<file path="src/hdl/pwfd_pkg.sv">
// Shared types, register map and window helpers for the pulse width frame decoder.
package pwfd_pkg;

   // Width of a measured pulse and of the received data word.
   localparam int unsigned PULSE_W     = 16;
   localparam int unsigned PAYLOAD_W   = 16;
   localparam int unsigned COUNT_W     = 5;
   localparam int unsigned HEADER_W    = 3;
   localparam int unsigned NUM_HEADERS = 6;

   // Register map: one 32-bit register every four bytes.
   localparam int unsigned REG_COUNT  = 8;
   localparam int unsigned REG_IDX_W  = 3;
   localparam int unsigned CSR_ADDR_W = 5;
   localparam int unsigned CSR_DATA_W = 32;
   localparam int unsigned REG_HEADER0 = 0;
   localparam int unsigned REG_SHORT   = 6;
   localparam int unsigned REG_LONG    = 7;

   // One measured edge.
   typedef struct packed {
      logic                 line_level;
      logic [PULSE_W-1:0]   pulse_width;
   } req_type;

   // One decoded frame.
   typedef struct packed {
      logic [HEADER_W-1:0]  header_code;
      logic [PAYLOAD_W-1:0] payload;
      logic [3:0]           payload_bits;
      logic                 parity_ok;
   } rsp_type;

   // A width window: exclusive maximum in the upper half, exclusive minimum below.
   typedef struct packed {
      logic [PULSE_W-1:0] hi_limit;
      logic [PULSE_W-1:0] lo_limit;
   } window_type;

   // All windows as seen by the decoder.
   typedef struct packed {
      window_type [NUM_HEADERS-1:0] header_win;
      window_type                   short_win;
      window_type                   long_win;
   } cfg_type;

   // True when the width lies strictly between the window's limits.
   function automatic logic window_hit(window_type win, logic [PULSE_W-1:0] width);
      return (width > win.lo_limit) && (width < win.hi_limit);
   endfunction

endpackage

</file>
<file path="src/hdl/pwfd_csr.sv">
// Configuration register file holding the header and data pulse windows.
module pwfd_csr import pwfd_pkg::*; (
   input  logic                  clock,
   input  logic                  reset,
   input  logic                  csr_psel,
   input  logic                  csr_penable,
   input  logic                  csr_pwrite,
   input  logic [CSR_ADDR_W-1:0] csr_paddr,
   input  logic [CSR_DATA_W-1:0] csr_pwdata,
   output logic [CSR_DATA_W-1:0] csr_prdata,
   output logic                  csr_pready,
   output cfg_type               cfg
);

   logic [CSR_DATA_W-1:0] regs_ff [REG_COUNT];
   logic [REG_IDX_W-1:0]  reg_idx;
   logic                  wr_en;

   assign reg_idx    = csr_paddr[CSR_ADDR_W-1:2];
   assign wr_en      = csr_psel && csr_penable && csr_pwrite;
   assign csr_pready = 1'b1;
   assign csr_prdata = regs_ff[reg_idx];

   // Register writes complete in the access phase; all windows reset to match nothing.
   always_ff @(posedge clock) begin
      if (reset) begin
         for (int i = 0; i < REG_COUNT; i++) begin
            regs_ff[i] <= '0;
         end
      end else if (wr_en) begin
         regs_ff[reg_idx] <= csr_pwdata;
      end
   end

   // Present the registers to the decoder as windows.
   always_comb begin
      for (int i = 0; i < NUM_HEADERS; i++) begin
         cfg.header_win[i] = window_type'(regs_ff[REG_HEADER0 + i]);
      end
      cfg.short_win = window_type'(regs_ff[REG_SHORT]);
      cfg.long_win  = window_type'(regs_ff[REG_LONG]);
   end

endmodule

</file>
<file path="src/hdl/pwfd_core.sv">
// Frame state and the per-edge decode step of the pulse width frame decoder.
module pwfd_core import pwfd_pkg::*; #(
   parameter int unsigned FRAME_LIMIT = 16
) (
   input  logic    clock,
   input  logic    reset,
   input  cfg_type cfg,
   input  req_type item,
   input  logic    step,
   output logic    emit,
   output rsp_type result
);

   logic                 in_frame_ff, in_frame_in;
   logic                 armed_ff, armed_in;
   logic [HEADER_W-1:0]  header_ff, header_in;
   logic [COUNT_W-1:0]   count_ff, count_in;
   logic [PAYLOAD_W-1:0] data_ff, data_in;

   logic                 is_short, is_long, out_range, halt;
   logic [3:0]           last_idx;
   logic [PAYLOAD_W-1:0] pay_mask, pay;

   assign is_short  = window_hit(cfg.short_win, item.pulse_width);
   assign is_long   = window_hit(cfg.long_win, item.pulse_width);
   assign out_range = (item.pulse_width <= cfg.short_win.lo_limit) ||
                      (item.pulse_width >= cfg.long_win.hi_limit);

   // The last received bit is the parity bit; the bits below it are the payload.
   assign last_idx = 4'(count_ff - COUNT_W'(1));
   assign pay_mask = (PAYLOAD_W'(1) << last_idx) - PAYLOAD_W'(1);
   assign pay      = data_ff & pay_mask;

   assign result.header_code  = header_ff;
   assign result.payload      = pay;
   assign result.payload_bits = last_idx;
   assign result.parity_ok    = ((^pay) == data_ff[last_idx]);

   // Next state for one edge.
   always_comb begin
      in_frame_in = in_frame_ff;
      armed_in    = armed_ff;
      header_in   = header_ff;
      count_in    = count_ff;
      data_in     = data_ff;
      emit        = 1'b0;
      halt        = 1'b0;
      if (!in_frame_ff) begin
         // Hunting: a high edge restarts the bit store; the highest matching header wins.
         if (item.line_level) begin
            count_in = '0;
            data_in  = '0;
            armed_in = 1'b0;
            for (int i = 0; i < NUM_HEADERS; i++) begin
               if (window_hit(cfg.header_win[i], item.pulse_width)) begin
                  header_in   = HEADER_W'(i);
                  in_frame_in = 1'b1;
               end
            end
         end
      end else begin
         if (out_range) begin
            in_frame_in = 1'b0;
         end
         if (item.line_level) begin
            // Short high: records an armed one (aborting at the bit limit), otherwise ends a frame holding bits.
            if (is_short) begin
               if (armed_ff) begin
                  armed_in = 1'b0;
                  if (count_in >= COUNT_W'(FRAME_LIMIT)) begin
                     in_frame_in = 1'b0;
                  end else begin
                     data_in[count_in[3:0]] = 1'b1;
                     count_in = count_in + COUNT_W'(1);
                  end
               end else begin
                  if (count_ff != '0) begin
                     emit        = 1'b1;
                     in_frame_in = 1'b0;
                  end
                  halt = 1'b1;
               end
            end
            // Long high: records a zero (aborting at the bit limit), or aborts when armed.
            if (is_long && !halt) begin
               if (armed_in) begin
                  in_frame_in = 1'b0;
               end else begin
                  if (count_in >= COUNT_W'(FRAME_LIMIT)) begin
                     in_frame_in = 1'b0;
                  end else begin
                     count_in = count_in + COUNT_W'(1);
                  end
                  armed_in = 1'b0;
               end
            end
         end else begin
            // Low edges only move the arming flag, apart from the out-of-range check above.
            if (is_short) begin
               armed_in = 1'b0;
            end
            if (is_long) begin
               armed_in = 1'b1;
            end
         end
      end
   end

   // Frame state advances once per processed word.
   always_ff @(posedge clock) begin
      if (reset) begin
         in_frame_ff <= 1'b0;
         armed_ff    <= 1'b0;
         header_ff   <= '0;
         count_ff    <= '0;
         data_ff     <= '0;
      end else if (step) begin
         in_frame_ff <= in_frame_in;
         armed_ff    <= armed_in;
         header_ff   <= header_in;
         count_ff    <= count_in;
         data_ff     <= data_in;
      end
   end

endmodule

</file>
<file path="src/hdl/pulse_width_frame_decoder.sv">
// Top level of the pulse width frame decoder: input register, decode step, result register.
// A word is captured in the input register and decoded there; its frame result,
// if any, is registered in the result register and shown on rsp_valid.
// Throughput: one word per cycle; the input register stalls only while a finished
// frame waits in the result register.
// Reset is synchronous: all windows clear to match nothing and the decoder hunts.
module pulse_width_frame_decoder import pwfd_pkg::*; #(
   parameter int unsigned MAX_BITS = 16
) (
   input  logic                  clock,
   input  logic                  reset,
   input  logic                  req_valid,
   output logic                  req_stall,
   input  req_type               req_data,
   output logic                  rsp_valid,
   input  logic                  rsp_stall,
   output rsp_type               rsp_data,
   input  logic                  csr_psel,
   input  logic                  csr_penable,
   input  logic                  csr_pwrite,
   input  logic [CSR_ADDR_W-1:0] csr_paddr,
   input  logic [CSR_DATA_W-1:0] csr_pwdata,
   output logic [CSR_DATA_W-1:0] csr_prdata,
   output logic                  csr_pready
);

   localparam int unsigned FRAME_LIMIT = (MAX_BITS < PAYLOAD_W) ? MAX_BITS : PAYLOAD_W;

   cfg_type cfg;
   req_type in_data_ff;
   logic    in_valid_ff;
   rsp_type out_data_ff;
   logic    out_valid_ff;
   rsp_type result;
   logic    emit, out_free, advance;

   pwfd_csr u_csr (
      .clock       (clock),
      .reset       (reset),
      .csr_psel    (csr_psel),
      .csr_penable (csr_penable),
      .csr_pwrite  (csr_pwrite),
      .csr_paddr   (csr_paddr),
      .csr_pwdata  (csr_pwdata),
      .csr_prdata  (csr_prdata),
      .csr_pready  (csr_pready),
      .cfg         (cfg)
   );

   pwfd_core #(
      .FRAME_LIMIT (FRAME_LIMIT)
   ) u_core (
      .clock  (clock),
      .reset  (reset),
      .cfg    (cfg),
      .item   (in_data_ff),
      .step   (advance),
      .emit   (emit),
      .result (result)
   );

   // A word moves on unless it finishes a frame while the result register is held.
   assign out_free  = !out_valid_ff || !rsp_stall;
   assign advance   = in_valid_ff && (!emit || out_free);
   assign req_stall = in_valid_ff && !advance;

   // Input register.
   always_ff @(posedge clock) begin
      if (reset) begin
         in_valid_ff <= 1'b0;
      end else if (req_valid && !req_stall) begin
         in_valid_ff <= 1'b1;
      end else if (advance) begin
         in_valid_ff <= 1'b0;
      end
   end

   always_ff @(posedge clock) begin
      if (req_valid && !req_stall) begin
         in_data_ff <= req_data;
      end
   end

   // Result register.
   always_ff @(posedge clock) begin
      if (reset) begin
         out_valid_ff <= 1'b0;
      end else if (advance && emit) begin
         out_valid_ff <= 1'b1;
      end else if (!rsp_stall) begin
         out_valid_ff <= 1'b0;
      end
   end

   always_ff @(posedge clock) begin
      if (advance && emit) begin
         out_data_ff <= result;
      end
   end

   assign rsp_valid = out_valid_ff;
   assign rsp_data  = out_data_ff;

endmodule

</file>
<file path="config.mk">
export PLATFORM = sky130hd
export DESIGN_NAME = pulse_width_frame_decoder
export DESIGN_NICKNAME = d
export VERILOG_FILES = /design/src/hdl/pwfd_pkg.sv /design/src/hdl/pwfd_csr.sv /design/src/hdl/pwfd_core.sv /design/src/hdl/pulse_width_frame_decoder.sv
export SDC_FILE = /design/constraint.sdc
export NUM_CORES = 1
export LEC_CHECK = 0
export BUFFER_PORTS_ARGS = -buffer_cell sky130_fd_sc_hd__buf_2
export CAP_MARGIN = 10
export CORE_ASPECT_RATIO = 0.9
export CORE_MARGIN = 5
export CORE_UTILIZATION = 46
export DETAILED_ROUTE_END_ITERATION = 8
export PLACE_DENSITY_LB_ADDON = 0.25
export SLEW_MARGIN = 20
export SYNTH_ARGS = -nofsm -noshare
export SYNTH_HDL_FRONTEND = slang
export SYNTH_HIERARCHICAL = 1
export SYNTH_SLANG_ARGS = --single-unit
</file>
<file path="constraint.sdc">
create_clock -name clock -period 8.7 [get_ports clock]
set_input_delay 0 -clock clock [delete_from_list [all_inputs] [get_ports clock]]
set_output_delay 0 -clock clock [all_outputs]
set_load 0.05 [all_outputs]
</file>
==> flow_summary.json <==
{
  "synth_seq_cells": 325,
  "critPathMaxFanout": 16,
  "async_reset_ff_share_pct": 0,
  "antenna_found_initial": 3,
  "final_antenna_net_count": 0,
  "worst_slew_pin_slew_ns": 1.105,
  "fin_tns_setup_ns": 0,
  "clock_sinks": 325,
  "nets": 2410,
  "cts-htree-levels": 2,
  "min_period_ns": 4.873,
  "min_path_type": "input pin to flop",
  "start_kind": "flop",
  "dieArea_sq_um": 51050,
  "max_slew_margin_pct": 26.23,
  "drtPass1Iterations": 5,
  "start_util_pct": 46.26,
  "grt_usage_pct": 25.91,
  "placementRows": 75,
  "cts_tree": "built",
  "drc": 0,
  "first_global_vias": 16240,
  "clk_latency_ns": 0.56,
  "cp.arrival_ns": 5.31,
  "vias_per_cell": 5.763,
  "yosys.area.top_type": "edfxtp_1",
  "synth_ff_type": "edfxtp_1",
  "cts_buffers": 39,
  "fin_util_pct": 53.13,
  "ctsHoldBuffers": 54,
  "avgSynthCellArea_sq_um": 11.31,
  "hpwl_microns": 45370,
  "finalHoldViolCount": 0,
  "routed_wl_microns": 66650,
  "dieWidth_microns": 237.6,
  "synthTopCellsByArea": "edfxtp_1, ha_1, and2_1",
  "fmax_ghz": 0.2052,
  "place_congestion": 0.9241,
  "p_total_mw": 4.202,
  "finalSetupViolations": 0,
  "end_kind": "flop",
  "rsz0062_at_grt": "false",
  "peakVddDrop_mv": 0.1367,
  "post_cts_buffers": 0,
  "ys_types": 83,
  "p_per_area_nw_per_um2": 170.6,
  "synth_warnings": 6,
  "root_buffer": "clkbuf_16",
  "setup.worst_path.class": "flop to flop",
  "overflow": 0,
  "grt_max_degree": 42,
  "post-synth-top-count-cell": "edfxtp_1",
  "ys_seq_area_share_pct": 44.20,
  "cts-resized-gates": 0,
  "grt_pass1_wl_microns": 100000,
  "cp_data_required_time_ns": 9.14,
  "synth_commonest_cells": "edfxtp_1, and2_1, ha_1, inv_1, nand2_1",
  "avgRoutedWirePerCell_microns": 24.41,
  "drive_above_1_share_pct": 15.66,
  "chipHeight_microns": 214.8,
  "io_pins": 120,
  "synth_edf_count": 297,
  "drv_slew": 0,
  "io_buffers": 116,
  "synthCells": 1896,
  "leakage_nw": 10.84,
  "fin_worst_skew_ns": 0.01717,
  "syn_area_sq_um": 21450,
  "core_sq_um": 46360,
  "areaGrowthSynthToFinish_pct": 14.84,
  "num_vias": 15730,
  "clkSlewWorstSetupHoldPaths_ns": 0.06,
  "outcome": "completed",
  "synth_nets": 2222,
  "drtIter0Drc": 1734,
  "max-clock-path-buffers": 3,
  "synth.top_cell.area_share_pct": 41.58,
  "timing.final.crit_share_pct": 56.02,
  "drv_cap": 0
}
[flip-flops by register name (all words and copies together) (netlist names)]
name	flops
u_core/data_ff	16
u_core/header_ff	3
in_data_ff	17
u_core/armed_ff	1
u_core/in_frame_ff	1
u_csr/regs_ff	256
rsp_valid	1
u_core/count_ff	5
rsp_data	24
in_valid_ff	1
[critical path: stages, from the launching register on]
cell and delay (ns):
edfxtp_1 1.02, ha_1 0.42, a21oi_1 0.16, a21oi_1 0.08, o31a_1 0.37, o21ai_0 0.26
a311oi_1 0.15, a31oi_1 0.56, nand3_1 0.30, a2111oi_0 0.42, o221ai_1 0.20, a211oi_1 0.43
o31ai_1 0.20, mux2i_1 0.15
[where the power goes]
part / leakage [nW] / internal (mW) / switching (mW)
Combinational: 7.14 / 0.251 / 0.416
Clock: 0.648 / 1.03 / 0.674
Sequential: 3.05 / 1.78 / 0.0525
Total: 10.8 / 3.06 / 1.14
[layout by cell type, fill, tap and decap left out, drive strengths merged, types with 54 or more instances in the layout]
master / n
buf: 152
and2: 267
nor2: 60
edfxtp: 297
nand2: 84
inv: 269
mux4: 68
ha: 265
a21oi: 69
dlygate4sd3: 54
o21ai: 54
[kinds of logic after synthesis]
logic type                 count (synthesis)  share of synthesized area [%]
and+or+nand+nor                          567                          15.38
buffers and inverters                    327                          6.161
DFF                                      325                          44.20
AOI/OAI and AO/OA                        297                          9.241
adders and majority gates                265                          15.46
muxes                                     92                          8.448
xor gates and xnor gates                  22                          1.097
other                                      1                        0.01749
[worst paths after layout]
path / cells after the start / slack, ns / from / to
setup / recovery: 13 / 3.83 / in_data_ff[11] / u_core/header_ff[0]
hold / removal: 2 / 0.15 / req_data[15] / in_data_ff[15]
setup reg to reg: 13 / 3.83 / in_data_ff[11] / u_core/header_ff[0]
hold reg to reg: 0 / 0.49 / u_core/header_ff[2] / rsp_data[23]
[metrics by stage]
stage | hold slack (ns) | worst slack, ns | instance area, sq um | cells
floorplan | 0.06907 | 4.481 | 21450 | 1896
global placement | 0.1787 | 4.075 | 22770 | 2605
detailed placement | 0.1781 | 3.984 | 22770 | 2605
CTS | 0.1252 | 3.948 | 24620 | 2729
global route | 0.1470 | 3.533 | 24630 | 2729
finish | 0.1530 | 3.827 | 24630 | 2730
[layout make-up]
type                            count  area (sq um)
Antenna cell                        1         2.502
Clock buffer                       48          1084
Clock inverter                     22         235.2
Fill cell                        4102         21730
Inverter                          268          1006
Multi-Input combinational cell   1244         10660
Sequential cell                   325          9479
Tap cell                          616         770.7
Timing Repair Buffer              206          1394
[metal layers]
layer | vias up | track usage (%) | routed length, microns
met5 | - | 0 | 11
met4 | 2 | 8.119 | 2077
met3 | 119 | 5.512 | 6072
met2 | 660 | 40.50 | 29680
met1 | 7740 | 36.43 | 28810
li1 | 7213 | - | -
Power figures use the tool's default switching activity.
